`src/hw/rtl/ramr_pkg.sv`:
```
// ----------------------------------------------------------------------------
// Rational arithmetic package
// Shared widths, operation codes and the queue entry type.
// ----------------------------------------------------------------------------
package ramr_pkg;

    localparam int OPERAND_BITS = 16;
    localparam int FUNC_BITS    = 2;
    localparam int NUM_OUT_BITS = 33;
    localparam int DEN_OUT_BITS = 31;
    // Raw magnitudes fit in 2*OPERAND_BITS+1 bits (a sum of two products).
    localparam int MAG_BITS     = 2 * OPERAND_BITS + 1;
    localparam int CNT_BITS     = $clog2(MAG_BITS + 1);

    localparam logic [FUNC_BITS-1:0] FUNC_NORMALIZE = 2'd0;
    localparam logic [FUNC_BITS-1:0] FUNC_ADD       = 2'd1;
    localparam logic [FUNC_BITS-1:0] FUNC_MUL       = 2'd2;
    // The unused selector value behaves as multiply.
    localparam logic [FUNC_BITS-1:0] FUNC_SPARE     = 2'd3;

    // Work handed from the front part to the back part.
    typedef struct packed {
        logic                zero_den;
        logic                neg;
        logic [MAG_BITS-1:0] nmag;
        logic [MAG_BITS-1:0] dmag;
    } t_job;

endpackage

```
`src/hw/rtl/ramr_if.sv`:
```
// ----------------------------------------------------------------------------
// Rational arithmetic channels
// Valid/ready interfaces for operand items and result items.
// ----------------------------------------------------------------------------
interface ramr_in_if;
    import ramr_pkg::*;
    logic                           valid;
    logic                           ready;
    logic [FUNC_BITS-1:0]           func;
    logic signed [OPERAND_BITS-1:0] a_num;
    logic signed [OPERAND_BITS-1:0] a_den;
    logic signed [OPERAND_BITS-1:0] b_num;
    logic signed [OPERAND_BITS-1:0] b_den;
    modport source (output valid, func, a_num, a_den, b_num, b_den, input ready);
    modport sink (input valid, func, a_num, a_den, b_num, b_den, output ready);
endinterface

interface ramr_out_if;
    import ramr_pkg::*;
    logic                           valid;
    logic                           ready;
    logic signed [NUM_OUT_BITS-1:0] res_num;
    logic [DEN_OUT_BITS-1:0]        res_den;
    logic                           zero_den_error;
    modport source (output valid, res_num, res_den, zero_den_error, input ready);
    modport sink (input valid, res_num, res_den, zero_den_error, output ready);
endinterface

```
`src/hw/rtl/ramr_front.sv`:
```
// ----------------------------------------------------------------------------
// Rational arithmetic front end
// Accepts an item, forms raw numerator and denominator magnitudes in two
// registered steps (products, then sum), and classifies zero denominators.
// ----------------------------------------------------------------------------
module ramr_front
    import ramr_pkg::*;
(
    input  logic         i_clk,
    input  logic         i_rst_n,
    ramr_in_if.sink      in_ch,
    output logic         o_job_valid,
    input  logic         i_job_ready,
    output t_job         o_job
);

    localparam int PB = 2 * OPERAND_BITS;

    logic                  r_v1, r_v2;
    logic [FUNC_BITS-1:0]  r_func;
    logic signed [PB-1:0]  r_p0, r_p1, r_pd;
    logic signed [OPERAND_BITS-1:0] r_an, r_ad;
    t_job                  r_job;
    logic signed [MAG_BITS-1:0] w_rn, w_rd;
    logic                  w_adv2, w_adv1;
    t_job                  n_job;

    assign w_adv2 = !r_v2 || i_job_ready;
    assign w_adv1 = !r_v1 || w_adv2;
    assign in_ch.ready = w_adv1;

    always_comb begin
        if (r_func == FUNC_NORMALIZE) begin
            w_rn = MAG_BITS'(r_an);
            w_rd = MAG_BITS'(r_ad);
        end else if (r_func == FUNC_ADD) begin
            w_rn = MAG_BITS'(r_p0) + MAG_BITS'(r_p1);
            w_rd = MAG_BITS'(r_pd);
        end else begin
            w_rn = MAG_BITS'(r_p0);
            w_rd = MAG_BITS'(r_pd);
        end
        n_job.zero_den = (w_rd == '0);
        n_job.neg      = w_rn[MAG_BITS-1] ^ w_rd[MAG_BITS-1];
        n_job.nmag     = w_rn[MAG_BITS-1] ? MAG_BITS'(-w_rn) : MAG_BITS'(w_rn);
        n_job.dmag     = w_rd[MAG_BITS-1] ? MAG_BITS'(-w_rd) : MAG_BITS'(w_rd);
    end

    always_ff @(posedge i_clk) begin
        if (!i_rst_n) begin
            r_v1 <= 1'b0;
            r_v2 <= 1'b0;
        end else begin
            if (w_adv1) r_v1 <= in_ch.valid;
            if (w_adv2) r_v2 <= r_v1;
        end
        if (w_adv1 && in_ch.valid) begin
            r_func <= in_ch.func;
            r_an   <= in_ch.a_num;
            r_ad   <= in_ch.a_den;
            // Multiply uses a_num*b_num; add uses a_num*b_den + a_den*b_num.
            r_p0 <= (in_ch.func == FUNC_ADD) ? PB'(in_ch.a_num * in_ch.b_den)
                                             : PB'(in_ch.a_num * in_ch.b_num);
            r_p1 <= PB'(in_ch.a_den * in_ch.b_num);
            r_pd <= PB'(in_ch.a_den * in_ch.b_den);
        end
        if (w_adv2 && r_v1) r_job <= n_job;
    end

    assign o_job_valid = r_v2;
    assign o_job       = r_job;

endmodule

```
`src/hw/rtl/ramr_queue.sv`:
```
// ----------------------------------------------------------------------------
// Rational arithmetic job queue
// Two-entry queue that decouples the front end from the reducer.
// ----------------------------------------------------------------------------
module ramr_queue
    import ramr_pkg::*;
(
    input  logic i_clk,
    input  logic i_rst_n,
    input  logic i_wr_valid,
    output logic o_wr_ready,
    input  t_job i_wr_job,
    output logic o_rd_valid,
    input  logic i_rd_ready,
    output t_job o_rd_job
);

    t_job       r_mem [2];
    logic       r_wp, r_rp;
    logic [1:0] r_cnt;
    logic       w_wr, w_rd;

    assign o_wr_ready = (r_cnt != 2'd2);
    assign o_rd_valid = (r_cnt != 2'd0);
    assign w_wr = i_wr_valid && o_wr_ready;
    assign w_rd = o_rd_valid && i_rd_ready;
    assign o_rd_job = r_mem[r_rp];

    always_ff @(posedge i_clk) begin
        if (!i_rst_n) begin
            r_wp  <= 1'b0;
            r_rp  <= 1'b0;
            r_cnt <= 2'd0;
        end else begin
            if (w_wr) r_wp <= !r_wp;
            if (w_rd) r_rp <= !r_rp;
            r_cnt <= r_cnt + 2'(w_wr) - 2'(w_rd);
        end
        if (w_wr) r_mem[r_wp] <= i_wr_job;
    end

    a_no_overflow: assert property (@(posedge i_clk) disable iff (!i_rst_n)
        r_cnt == 2'd2 |-> !w_wr)
        else $error("queue written while full");
    a_cnt_range: assert property (@(posedge i_clk) disable iff (!i_rst_n)
        r_cnt != 2'd3)
        else $error("queue count out of range");
    a_hold: assert property (@(posedge i_clk) disable iff (!i_rst_n)
        o_rd_valid && !i_rd_ready |=> o_rd_valid)
        else $error("queue entry lost while stalled");

endmodule

```
`src/hw/rtl/ramr_back.sv`:
```
// ----------------------------------------------------------------------------
// Rational arithmetic reducer
// Euclid's gcd and two divisions by the gcd on one shared restoring
// divider, one quotient bit per cycle, then sign fix-up into a result reg.
// ----------------------------------------------------------------------------
module ramr_back
    import ramr_pkg::*;
(
    input  logic      i_clk,
    input  logic      i_rst_n,
    input  logic      i_job_valid,
    output logic      o_job_ready,
    input  t_job      i_job,
    ramr_out_if.source out_ch
);

    typedef enum logic [2:0] {
        S_IDLE, S_GCD, S_DIVN, S_DIVD, S_DONE
    } t_state;

    t_state              r_state;
    logic [MAG_BITS-1:0] r_x, r_y;       // gcd operands
    logic [MAG_BITS-1:0] r_nm, r_dm, r_g;
    logic                r_neg;
    logic                r_zd;
    logic [MAG_BITS-1:0] r_dvd, r_quo, r_rem;
    logic [CNT_BITS-1:0] r_cnt;
    logic                r_out_v;
    logic signed [NUM_OUT_BITS-1:0] r_onum;
    logic [DEN_OUT_BITS-1:0]        r_oden;
    logic                r_oerr;

    logic [MAG_BITS:0]   w_trial;
    logic [MAG_BITS-1:0] w_shift, w_rem, w_quo, w_div;

    assign w_div   = (r_state == S_GCD) ? r_y : r_g;
    assign w_shift = {r_rem[MAG_BITS-2:0], r_dvd[MAG_BITS-1]};
    assign w_trial = {1'b0, w_shift} - {1'b0, w_div};
    assign w_rem   = w_trial[MAG_BITS] ? w_shift : w_trial[MAG_BITS-1:0];
    assign w_quo   = {r_quo[MAG_BITS-2:0], !w_trial[MAG_BITS]};

    assign o_job_ready = (r_state == S_IDLE);
    assign out_ch.valid          = r_out_v;
    assign out_ch.res_num        = r_onum;
    assign out_ch.res_den        = r_oden;
    assign out_ch.zero_den_error = r_oerr;

    always_ff @(posedge i_clk) begin
        if (!i_rst_n) begin
            r_state <= S_IDLE;
            r_out_v <= 1'b0;
        end else begin
            // The result register is refilled only in S_DONE.
            if (out_ch.ready && r_state != S_DONE) r_out_v <= 1'b0;
            case (r_state)
                S_IDLE: begin
                    if (i_job_valid) begin
                        r_nm  <= i_job.nmag;
                        r_dm  <= i_job.dmag;
                        r_neg <= i_job.neg && (i_job.nmag != '0);
                        r_x   <= i_job.nmag;
                        r_y   <= i_job.dmag;
                        r_dvd <= i_job.nmag;
                        r_rem <= '0;
                        r_quo <= '0;
                        r_cnt <= '0;
                        r_zd  <= i_job.zero_den;
                        r_state <= i_job.zero_den ? S_DONE : S_GCD;
                    end
                end
                S_GCD: begin
                    // One bit of x mod y per cycle; on a finished remainder
                    // the pair rotates, and a zero y leaves the gcd in x.
                    if (r_y == '0) begin
                        r_g   <= r_x;
                        r_dvd <= r_nm;
                        r_rem <= '0;
                        r_quo <= '0;
                        r_cnt <= '0;
                        r_state <= S_DIVN;
                    end else if (r_cnt == CNT_BITS'(MAG_BITS - 1)) begin
                        r_x   <= r_y;
                        r_y   <= w_rem;
                        r_dvd <= r_y;
                        r_rem <= '0;
                        r_cnt <= '0;
                    end else begin
                        r_rem <= w_rem;
                        r_dvd <= r_dvd << 1;
                        r_cnt <= r_cnt + 1'b1;
                    end
                end
                S_DIVN, S_DIVD: begin
                    if (r_cnt == CNT_BITS'(MAG_BITS - 1)) begin
                        r_cnt <= '0;
                        r_rem <= '0;
                        r_quo <= '0;
                        if (r_state == S_DIVN) begin
                            r_nm  <= w_quo;
                            r_dvd <= r_dm;
                            r_state <= S_DIVD;
                        end else begin
                            r_dm  <= w_quo;
                            r_state <= S_DONE;
                        end
                    end else begin
                        r_rem <= w_rem;
                        r_quo <= w_quo;
                        r_dvd <= r_dvd << 1;
                        r_cnt <= r_cnt + 1'b1;
                    end
                end
                S_DONE: begin
                    if (!r_out_v || out_ch.ready) begin
                        r_out_v <= 1'b1;
                        r_oerr  <= r_zd;
                        r_onum  <= r_zd ? '0 : (r_neg ? NUM_OUT_BITS'(-r_nm)
                                                      : NUM_OUT_BITS'(r_nm));
                        r_oden  <= r_zd ? '0 : DEN_OUT_BITS'(r_dm);
                        r_state <= S_IDLE;
                    end
                end
                default: r_state <= S_IDLE;
            endcase
        end
    end

    a_err_zero: assert property (@(posedge i_clk) disable iff (!i_rst_n)
        r_out_v && r_oerr |-> r_oden == '0 && r_onum == '0)
        else $error("error result not 0/0");
    a_den_pos: assert property (@(posedge i_clk) disable iff (!i_rst_n)
        r_out_v && !r_oerr |-> r_oden != '0)
        else $error("zero denominator without error");
    a_gcd_nonzero: assert property (@(posedge i_clk) disable iff (!i_rst_n)
        r_state == S_DIVN |-> r_g != '0)
        else $error("zero gcd");

endmodule

```
`src/hw/rtl/rational_add_mul_reduce.sv`:
```
// ----------------------------------------------------------------------------
// Rational add/multiply with gcd reduction
// Top level: front end, job queue and reducer.
// ----------------------------------------------------------------------------
// Usage: operand items (func, a_num/a_den, b_num/b_den) enter on in_ch with
// valid/ready; each gives exactly one result item on out_ch with the reduced
// numerator, a positive denominator and an error flag (0/0 on a zero
// denominator). The front end registers products, then sum and magnitudes,
// and hands jobs through a two-entry queue to the reducer.
// The reducer runs Euclid's loop on one bit-serial divider, then divides
// numerator and denominator by the gcd on that shared divider; it takes a
// new job only when idle, so one item finishes before the next starts. A
// zero denominator skips the divider. Reset (synchronous, active low)
// empties the pipeline and queue. When the receiver stalls, the result
// register holds; the queue and front end keep accepting until they fill,
// then ready drops.
// ----------------------------------------------------------------------------
module rational_add_mul_reduce
    import ramr_pkg::*;
(
    input  logic      i_clk,
    input  logic      i_rst_n,
    ramr_in_if.sink   in_ch,
    ramr_out_if.source out_ch
);

    logic f_valid, f_ready, b_valid, b_ready;
    t_job f_job, b_job;

    ramr_front u_front (
        .i_clk, .i_rst_n, .in_ch,
        .o_job_valid(f_valid), .i_job_ready(f_ready), .o_job(f_job)
    );

    ramr_queue u_queue (
        .i_clk, .i_rst_n,
        .i_wr_valid(f_valid), .o_wr_ready(f_ready), .i_wr_job(f_job),
        .o_rd_valid(b_valid), .i_rd_ready(b_ready), .o_rd_job(b_job)
    );

    ramr_back u_back (
        .i_clk, .i_rst_n,
        .i_job_valid(b_valid), .o_job_ready(b_ready), .i_job(b_job), .out_ch
    );

endmodule
```
`src/flat_wrapper.sv`:
```
// flat-port wrapper written by rule: the top's interface ports become plain ports
module rational_add_mul_reduce_flat import ramr_pkg::*;
  (i_clk, i_rst_n, in_ch_valid, in_ch_func, in_ch_a_num, in_ch_a_den, in_ch_b_num, in_ch_b_den, in_ch_ready, out_ch_valid, out_ch_res_num, out_ch_res_den, out_ch_zero_den_error, out_ch_ready);
  ramr_in_if in_ch_i ();
  ramr_out_if out_ch_i ();
  input  logic i_clk;
  input  logic i_rst_n;
  input wire logic [$bits(in_ch_i.valid)-1:0] in_ch_valid;
  input wire logic [$bits(in_ch_i.func)-1:0] in_ch_func;
  input wire logic [$bits(in_ch_i.a_num)-1:0] in_ch_a_num;
  input wire logic [$bits(in_ch_i.a_den)-1:0] in_ch_a_den;
  input wire logic [$bits(in_ch_i.b_num)-1:0] in_ch_b_num;
  input wire logic [$bits(in_ch_i.b_den)-1:0] in_ch_b_den;
  output wire logic [$bits(in_ch_i.ready)-1:0] in_ch_ready;
  output wire logic [$bits(out_ch_i.valid)-1:0] out_ch_valid;
  output wire logic [$bits(out_ch_i.res_num)-1:0] out_ch_res_num;
  output wire logic [$bits(out_ch_i.res_den)-1:0] out_ch_res_den;
  output wire logic [$bits(out_ch_i.zero_den_error)-1:0] out_ch_zero_den_error;
  input wire logic [$bits(out_ch_i.ready)-1:0] out_ch_ready;
  assign in_ch_i.valid = in_ch_valid;
  assign in_ch_i.func = in_ch_func;
  assign in_ch_i.a_num = in_ch_a_num;
  assign in_ch_i.a_den = in_ch_a_den;
  assign in_ch_i.b_num = in_ch_b_num;
  assign in_ch_i.b_den = in_ch_b_den;
  assign in_ch_ready = in_ch_i.ready;
  assign out_ch_valid = out_ch_i.valid;
  assign out_ch_res_num = out_ch_i.res_num;
  assign out_ch_res_den = out_ch_i.res_den;
  assign out_ch_zero_den_error = out_ch_i.zero_den_error;
  assign out_ch_i.ready = out_ch_ready;
  rational_add_mul_reduce u_core (.i_clk(i_clk), .i_rst_n(i_rst_n), .in_ch(in_ch_i), .out_ch(out_ch_i));
endmodule
```
`config.mk`:
```
export PLATFORM = sky130hd
export DESIGN_NAME = rational_add_mul_reduce_flat
export DESIGN_NICKNAME = d
export VERILOG_FILES = /design/src/hw/rtl/ramr_pkg.sv /design/src/hw/rtl/ramr_if.sv /design/src/hw/rtl/ramr_front.sv /design/src/hw/rtl/ramr_queue.sv /design/src/hw/rtl/ramr_back.sv /design/src/hw/rtl/rational_add_mul_reduce.sv /design/src/flat_wrapper.sv
export SDC_FILE = /design/constraint.sdc
export NUM_CORES = 2
export LEC_CHECK = 0
export ABC_AREA = 0
export BUFFER_PORTS_ARGS = -buffer_cell sky130_fd_sc_hd__buf_2
export CAP_MARGIN = 30
export CORE_MARGIN = 4
export CORE_UTILIZATION = 61
export CTS_CLUSTER_DIAMETER = 200
export CTS_CLUSTER_SIZE = 20
export DETAILED_ROUTE_END_ITERATION = 12
export PLACE_DENSITY = 0.78
export SYNTH_ARGS = -nofsm -noshare
export SYNTH_HDL_FRONTEND = slang
export SYNTH_HIERARCHICAL = 1
export SYNTH_SLANG_ARGS = --single-unit
export TNS_END_PERCENT = 10
```
`constraint.sdc`:
```
create_clock -name i_clk -period 17.2 [get_ports i_clk]
set_input_delay 2.58 -clock i_clk [delete_from_list [all_inputs] [get_ports i_clk]]
set_output_delay 2.58 -clock i_clk [all_outputs]
set_load 0.05 [all_outputs]
```
**Word level (Yosys, flattened, before mapping)**

Memory sizes are Yosys's and may differ from the RTL's. A register that Yosys moved wholly into a read port is not among the register bits.
Cells that the tools add are included.

- Equal/unequal tests: 18
- Add/sub/neg operators: 8
- Bitwise operators: 1
- Reductions and logical operators: 35
- Mux-type cells: 53
- Multiply operators: 4

Operator list:

| cell | number |
|---|---|
| $mux 33 | 20 |
| $pmux 33 s2 | 4 |
| $mux 32 | 8 |
| $pmux 32 s3 | 2 |
| $mul 16x16->32 | 4 |
| $neg 33->33 | 3 |
| $pmux 33 s3 | 1 |
| $logic_not 33->1 | 2 |
| $sub 33x33->34 | 1 |
| $add 32x32->33 | 1 |
| $reduce_bool 33->1 | 1 |
| $mux 3 | 6 |
| $mux 6 | 3 |
| $pmux 6 s3 | 1 |
| $reduce_and 5->1 | 3 |
| $ne 2x2->1 const B | 7 |
| $pmux 3 s4 | 1 |
| $reduce_and 3->1 | 4 |
| $reduce_and 4->1 | 3 |
| $mux 1 | 7 |
| $add 6x1->6 const B | 1 |
| $eq 3x2->1 const B | 2 |
| $eq 6x6->1 const B | 1 |
| $logic_and 1x1->1 | 6 |
| other kinds (15) | 27 |

- Memories kept: 1
- Input port bits: 70
- Logic and storage cells: 153
- Bits in writable memories: 136
- Flip-flop bits (word level): 543
- Output and inout bits: 67

Memory list:

| memory | words | width | rd ports | clocked after memory_dff | wr ports | RTL line | RTL |
|---|---|---|---|---|---|---|---|
| u_core.u_queue.r_mem | 2 | 68 | 1 | 1 | 1 | ramr_queue.sv:18 | `t_job r_mem [2];` |

**Longest topological paths before layout**

- Word-level depth: 7
- Mapped depth: 26
- Mapped depth without buffers: 25

**Hierarchy**

The synthesis kept the hierarchy.

By module, submodules not included:

| module | times used | cells an instance | area each (um^2) | seq. area each (um^2) |
|---|---|---|---|---|
| ramr_front | 1 | 5298 | 49941.6 | 5985.7 |
| ramr_back | 1 | 1661 | 17210.3 | 10139.7 |
| ramr_queue | 1 | 242 | 5253.8 | 4184.0 |

**Worst setup path after synthesis**

Ideal clock, no wire load.

- Kind: input to register
- Start point: in i_rst_n
- End point: reg u_core.u_back.r_x[0] (enable)
- Data required time: 16357 ps
- Library setup time: 843 ps
- Cell stages on the path: 3
- Path buffers: 0
- Data arrival time: 13258 ps
- Slack: 3099 ps
- Path through: nor2b_1 > o21ai_0 > a2111oi_0

- Word-level cells in the longest chain between the ends: 1

RTL lines:

| element | RTL line | RTL |
|---|---|---|
| start: declaration | flat_wrapper.sv:7 | `input logic i_rst_n;` |
| $reduce_and 5->1 (no line) | - |  |
| end signal: assignment | ramr_back.sv:61 | `r_x <= i_job.nmag;` |
| end signal: assignment | ramr_back.sv:82 | `r_x <= r_y;` |
| end: declaration | ramr_back.sv:22 | `logic [MAG_BITS-1:0] r_x, r_y;` |

Every way passes these cells.
A chain may end at the register's enable or synchronous reset.

**Final worst setup path**

- Start point: in in_ch_a_num[10]
- End point: reg u_core.u_front.r_p0[31] (data pin)

- Word-level cells in the longest chain between the ends: 2
- Elaborated cells between the ends (all ways): 3
- Classes of those cells: mul (2); mux (1)

RTL lines:

| element | RTL line | RTL |
|---|---|---|
| start: declaration | flat_wrapper.sv:10 | `input wire logic [$bits(in_ch_i.a_num)-1:0] in_ch_a_num;` |
| $mul 16x16->32 (on tied branches) | ramr_front.sv:63, ramr_front.sv:62 |  |
| $mux 32 * | ramr_front.sv:62 | `r_p0 <= (in_ch.func == FUNC_ADD) ? PB'(in_ch.a_num * in_ch.b_den)` |
| end signal: assignment | ramr_front.sv:62 |  |
| end: declaration | ramr_front.sv:21 | `logic signed [PB-1:0] r_p0, r_p1, r_pd;` |

Every way passes the cells marked *; elsewhere a longest branch is shown, timed or not.

==> impl_table.tex <==
\begin{tabular}{lr}
\hline
Metric & Value \\
\hline
\multicolumn{2}{l}{\textbf{Yosys}} \\
EDFF count, synth & 669 \\
Post-synth top area share & 29.0\% \\
Count of synthesis-stage warnings from yosys & 6 \\
Count of different cell masters after synthesis & 106 \\
Cells after Synth & 7,201 \\
Share of synthesized registers carrying an async set or reset & 0\% \\
Number of synthesized register bits & 680 \\
Average cell area after synthesis & 10.1 µm² \\
Total standard cell area after synthesis & 72,400 µm² \\
Most common flop cell mapped by yosys & sky130\_fd\_sc\_hd\_\_edfxtp\_1 \\
Top cells by area, synth & sky130\_fd\_sc\_hd\_\_fa\_1 (29\%), sky130\_fd\_sc\_hd\_\_edfxtp\_1 (28\%), sky130\_fd\_sc\_hd\_\_ha\_1 (6.9\%) \\
Cell type contributing the most total cell area after synthesis & sky130\_fd\_sc\_hd\_\_fa\_1 \\
Number of nets in the synthesized netlist & 8,721 \\
Portion of the post-synthesis area used by sequential elements & 28.0\% \\
\multicolumn{2}{l}{\textbf{Timing}} \\
Share of the cycle needed by the critical path after routing & 53.6\% \\
Min Tclk post-route & 9220 ps \\
Slew margin rel. & 30.0\% \\
Worst slew pin tran & 1050 ps \\
Final number of hold-violating endpoints & 0 \\
Number of pins exceeding their max-slew limit in the final report & 0 \\
Clock tree skew after final layout & 29.4 ps \\
Highest achievable clock rate & 0.108 GHz \\
Final setup vio count & 0 \\
Total negative setup slack & 0 ps \\
RSZ-0062 raised after global routing & no \\
\multicolumn{2}{l}{\textbf{Clock network}} \\
Clock Latency Late Sink & 610 ps \\
Num CTS Buffers & 39 \\
TritonCTS clock tree & built \\
Number of buffers inserted for hold repair after clock tree synthesis & 0 \\
Post-CTS Setup Repair Bufs & 0 \\
Maximum root-to-sink buffer count & 3 \\
Post-cts gate resize count & 0 \\
Clock-pin slew of the registers on the worst-case setup and hold paths & 110 ps \\
Cell at the root of the clock tree & sky130\_fd\_sc\_hd\_\_clkbuf\_16 \\
H-tree lvl count & 2 \\
Clk sinks & 680 \\
\multicolumn{2}{l}{\textbf{Floorplan}} \\
Effective utilization at floorplan & 61.4\% \\
Die Width & 353 µm \\
Placeable Area & 118,000 µm² \\
Die span in y & 353 µm \\
Die area & 124,000 µm² \\
Number of core rows & 126 \\
Ports placed on the boundary & 137 \\
\multicolumn{2}{l}{\textbf{Global routing}} \\
Largest net degree at the start of global routing & 87 \\
Grt ovf & 0 \\
Vias in the first global route & 54,300 \\
Initial antenna violation count & 10 \\
Wire length of the first global-routing pass & 296,000 µm \\
Total track usage & 30.1\% \\
\multicolumn{2}{l}{\textbf{Route}} \\
Via density per instance & 5.92 \\
Average detailed-routed wire length per instance & 21.3 µm \\
Detailed-routing iteration count for the pre-antenna-repair pass & 6 \\
Wirelength, routed & 185,000 µm \\
Count of vias placed by the detailed router & 51,300 \\
Remaining DRCs & 0 \\
DR iter-0 viols & 4,359 \\
Antenna violation net count after detailed routing & 0 \\
\multicolumn{2}{l}{\textbf{Critical path}} \\
Crit path max fanout & 33 \\
Kind of start point of the critical path & input port \\
Slowest cell on the critical path & sky130\_fd\_sc\_hd\_\_buf\_2 \\
Data arrival time of the critical path & 9560 ps \\
Setup Crit Path Kind & in2reg \\
Largest incremental delay on the critical path & 640 ps \\
Worst Path Required & 17,540 ps \\
Series of cell instances along the critical path & buf\_2, nand2\_1, fa\_1, fa\_1, fa\_1, fa\_1, inv\_1, fa\_1, fa\_1, ha\_1, a21o\_1, a21o\_1, a21oi\_1, o31ai\_1, a21oi\_1, o21ai\_0, a31o\_2, o41ai\_1, o21ai\_0, xnor2\_1, a22oi\_1 \\
Combined buffer and inverter count along the critical path & 2 \\
Sort of element at the end of the critical path & flip-flop \\
Cell family with the largest share of critical-path delay & adder cells \\
Crit-path most repeated cell & sky130\_fd\_sc\_hd\_\_fa\_1 \\
\multicolumn{2}{l}{\textbf{Placed design}} \\
HPWL Detailed & 136,000 µm \\
IO Port Bufs & 136 \\
Gp weighted congestion & 0.942 \\
\multicolumn{2}{l}{\textbf{Finish}} \\
Seq. cell area & 20,300 µm² \\
Number of nets in the layout & 8,611 \\
Most frequent standard cell in the layout excluding fill and tap cells & sky130\_fd\_sc\_hd\_\_inv\_1 \\
\# fillers & 9,264 \\
Area used by multi-input combinational logic & 46,100 µm² \\
Fraction of final layout cells sized beyond drive strength 1 & 5.48\% \\
Signed area change from the synthesized netlist to the final layout & 4.10\% \\
Commonest cells after routing, fill and taps aside & sky130\_fd\_sc\_hd\_\_inv\_1 (1,259), sky130\_fd\_sc\_hd\_\_fa\_1 (1,050), sky130\_fd\_sc\_hd\_\_nand2\_1 (1,012) \\
\multicolumn{2}{l}{\textbf{Run}} \\
Max-Cap Viols & 0 \\
\multicolumn{2}{l}{\textbf{Min path}} \\
Hold/Removal Path Class & reg2reg \\
\multicolumn{2}{l}{\textbf{Outcome}} \\
Run status & completed \\
\hline
\end{tabular}
[area by class of cell]
cell class,instances,share of cell area [%]
Sequential cell,680,27.0
Inverter,1261,6.28
Timing Repair Buffer,184,1.49
Multi-Input combinational cell,4925,61.2
Clock buffer,68,1.44
Clock inverter,3,0.0730
Tap cell,1536,2.55
Antenna cell,7,0.0232
[layer usage]
| layer | part of all wire [%] | up-vias | GRT usage [%] |
|---|---|---|---|
| li1 | - | 22700 | - |
| met1 | 38 | 25700 | 38.2 |
| met2 | 48 | 2329 | 50.0 |
| met3 | 7.6 | 545 | 4.75 |
| met4 | 6.5 | 4 | 16.3 |
| met5 | 0.018 | - | 0 |
[Yosys cell counts, types with 11 or more instances]
cell type / count
sky130_fd_sc_hd__a211oi_1: 28
sky130_fd_sc_hd__a21boi_0: 37
sky130_fd_sc_hd__a21o_1: 69
sky130_fd_sc_hd__a21oi_1: 302
sky130_fd_sc_hd__a221oi_1: 28
sky130_fd_sc_hd__a31oi_1: 24
sky130_fd_sc_hd__and2_1: 484
sky130_fd_sc_hd__and3_1: 28
sky130_fd_sc_hd__buf_1: 17
sky130_fd_sc_hd__buf_2: 12
sky130_fd_sc_hd__clkbuf_1: 293
sky130_fd_sc_hd__dfxtp_1: 11
sky130_fd_sc_hd__edfxtp_1: 669
sky130_fd_sc_hd__fa_1: 1050
sky130_fd_sc_hd__ha_1: 400
sky130_fd_sc_hd__inv_1: 1260
sky130_fd_sc_hd__mux2_2: 49
sky130_fd_sc_hd__mux2_4: 20
sky130_fd_sc_hd__mux2i_1: 54
sky130_fd_sc_hd__nand2_1: 1013
sky130_fd_sc_hd__nand2b_1: 44
sky130_fd_sc_hd__nand3_1: 40
sky130_fd_sc_hd__nand4_1: 21
sky130_fd_sc_hd__nor2_1: 380
sky130_fd_sc_hd__nor2b_1: 50
sky130_fd_sc_hd__nor3_1: 64
sky130_fd_sc_hd__nor4_1: 20
sky130_fd_sc_hd__o211ai_1: 16
sky130_fd_sc_hd__o21a_1: 28
sky130_fd_sc_hd__o21ai_0: 106
sky130_fd_sc_hd__o21ai_1: 12
sky130_fd_sc_hd__o21bai_1: 34
sky130_fd_sc_hd__o31ai_1: 32
sky130_fd_sc_hd__or2_2: 11
sky130_fd_sc_hd__or3_1: 16
sky130_fd_sc_hd__xnor2_1: 167
sky130_fd_sc_hd__xor2_1: 110
[path summary, 6_finish.rpt]
kind,to,slack [ps],start,depth (start not counted)
hold reg to reg,u_core/u_back/r_g[23],420,u_core/u_back/r_x[23],0
setup reg to reg,u_core/u_back/r_y[7],11130,u_core/u_back/r_state[0],17
hold / removal,u_core/u_back/r_g[23],420,u_core/u_back/r_x[23],0
setup / recovery,u_core/u_front/r_p0[31],7980,in_ch_a_num[10],21
[flip-flops by register name, summed over array words and instances (netlist names), 3 cells and up, named ones only]
name / count
u_core/u_back/out_ch.res_den: 31
u_core/u_back/out_ch.res_num: 33
u_core/u_back/r_cnt: 6
u_core/u_back/r_dm: 33
u_core/u_back/r_dvd: 33
u_core/u_back/r_g: 33
u_core/u_back/r_nm: 33
u_core/u_back/r_quo: 32
u_core/u_back/r_rem: 32
u_core/u_back/r_state: 3
u_core/u_back/r_x: 33
u_core/u_back/r_y: 33
u_core/u_front/o_job: 68
u_core/u_front/r_ad: 16
u_core/u_front/r_an: 16
u_core/u_front/r_p0: 32
u_core/u_front/r_p1: 32
u_core/u_front/r_pd: 32
u_core/u_queue/r_mem: 136
[per-stage QoR]
step / hold slack (ps) / cells / instance area [µm²] / util (%) / setup slack [ps]
detailed placement: 405 / 8585 / 74200 / 62.9 / 7470
finish: 416 / 8664 / 75400 / 63.9 / 7980
global placement: 402 / 8580 / 74100 / 62.8 / 7610
global route: 424 / 8658 / 75400 / 63.9 / 7690
floorplan: 400 / 7201 / 72400 / - / 3100
CTS: 418 / 8656 / 75300 / 63.9 / 8150
[kinds of logic after synthesis]
kind of cell	count (synthesis)	synth area share, %
compound gates	852	7.89
flops	680	28.0
xor+xnor	277	3.35
simple gates	2222	14.4
fa+ha+maj	1450	35.9
mux	124	1.94
buf+inv	1596	8.41
Power is left out: the tool's default activity adds up to more than one toggle a clock period on the data nets, which glitch-free logic cannot reach.
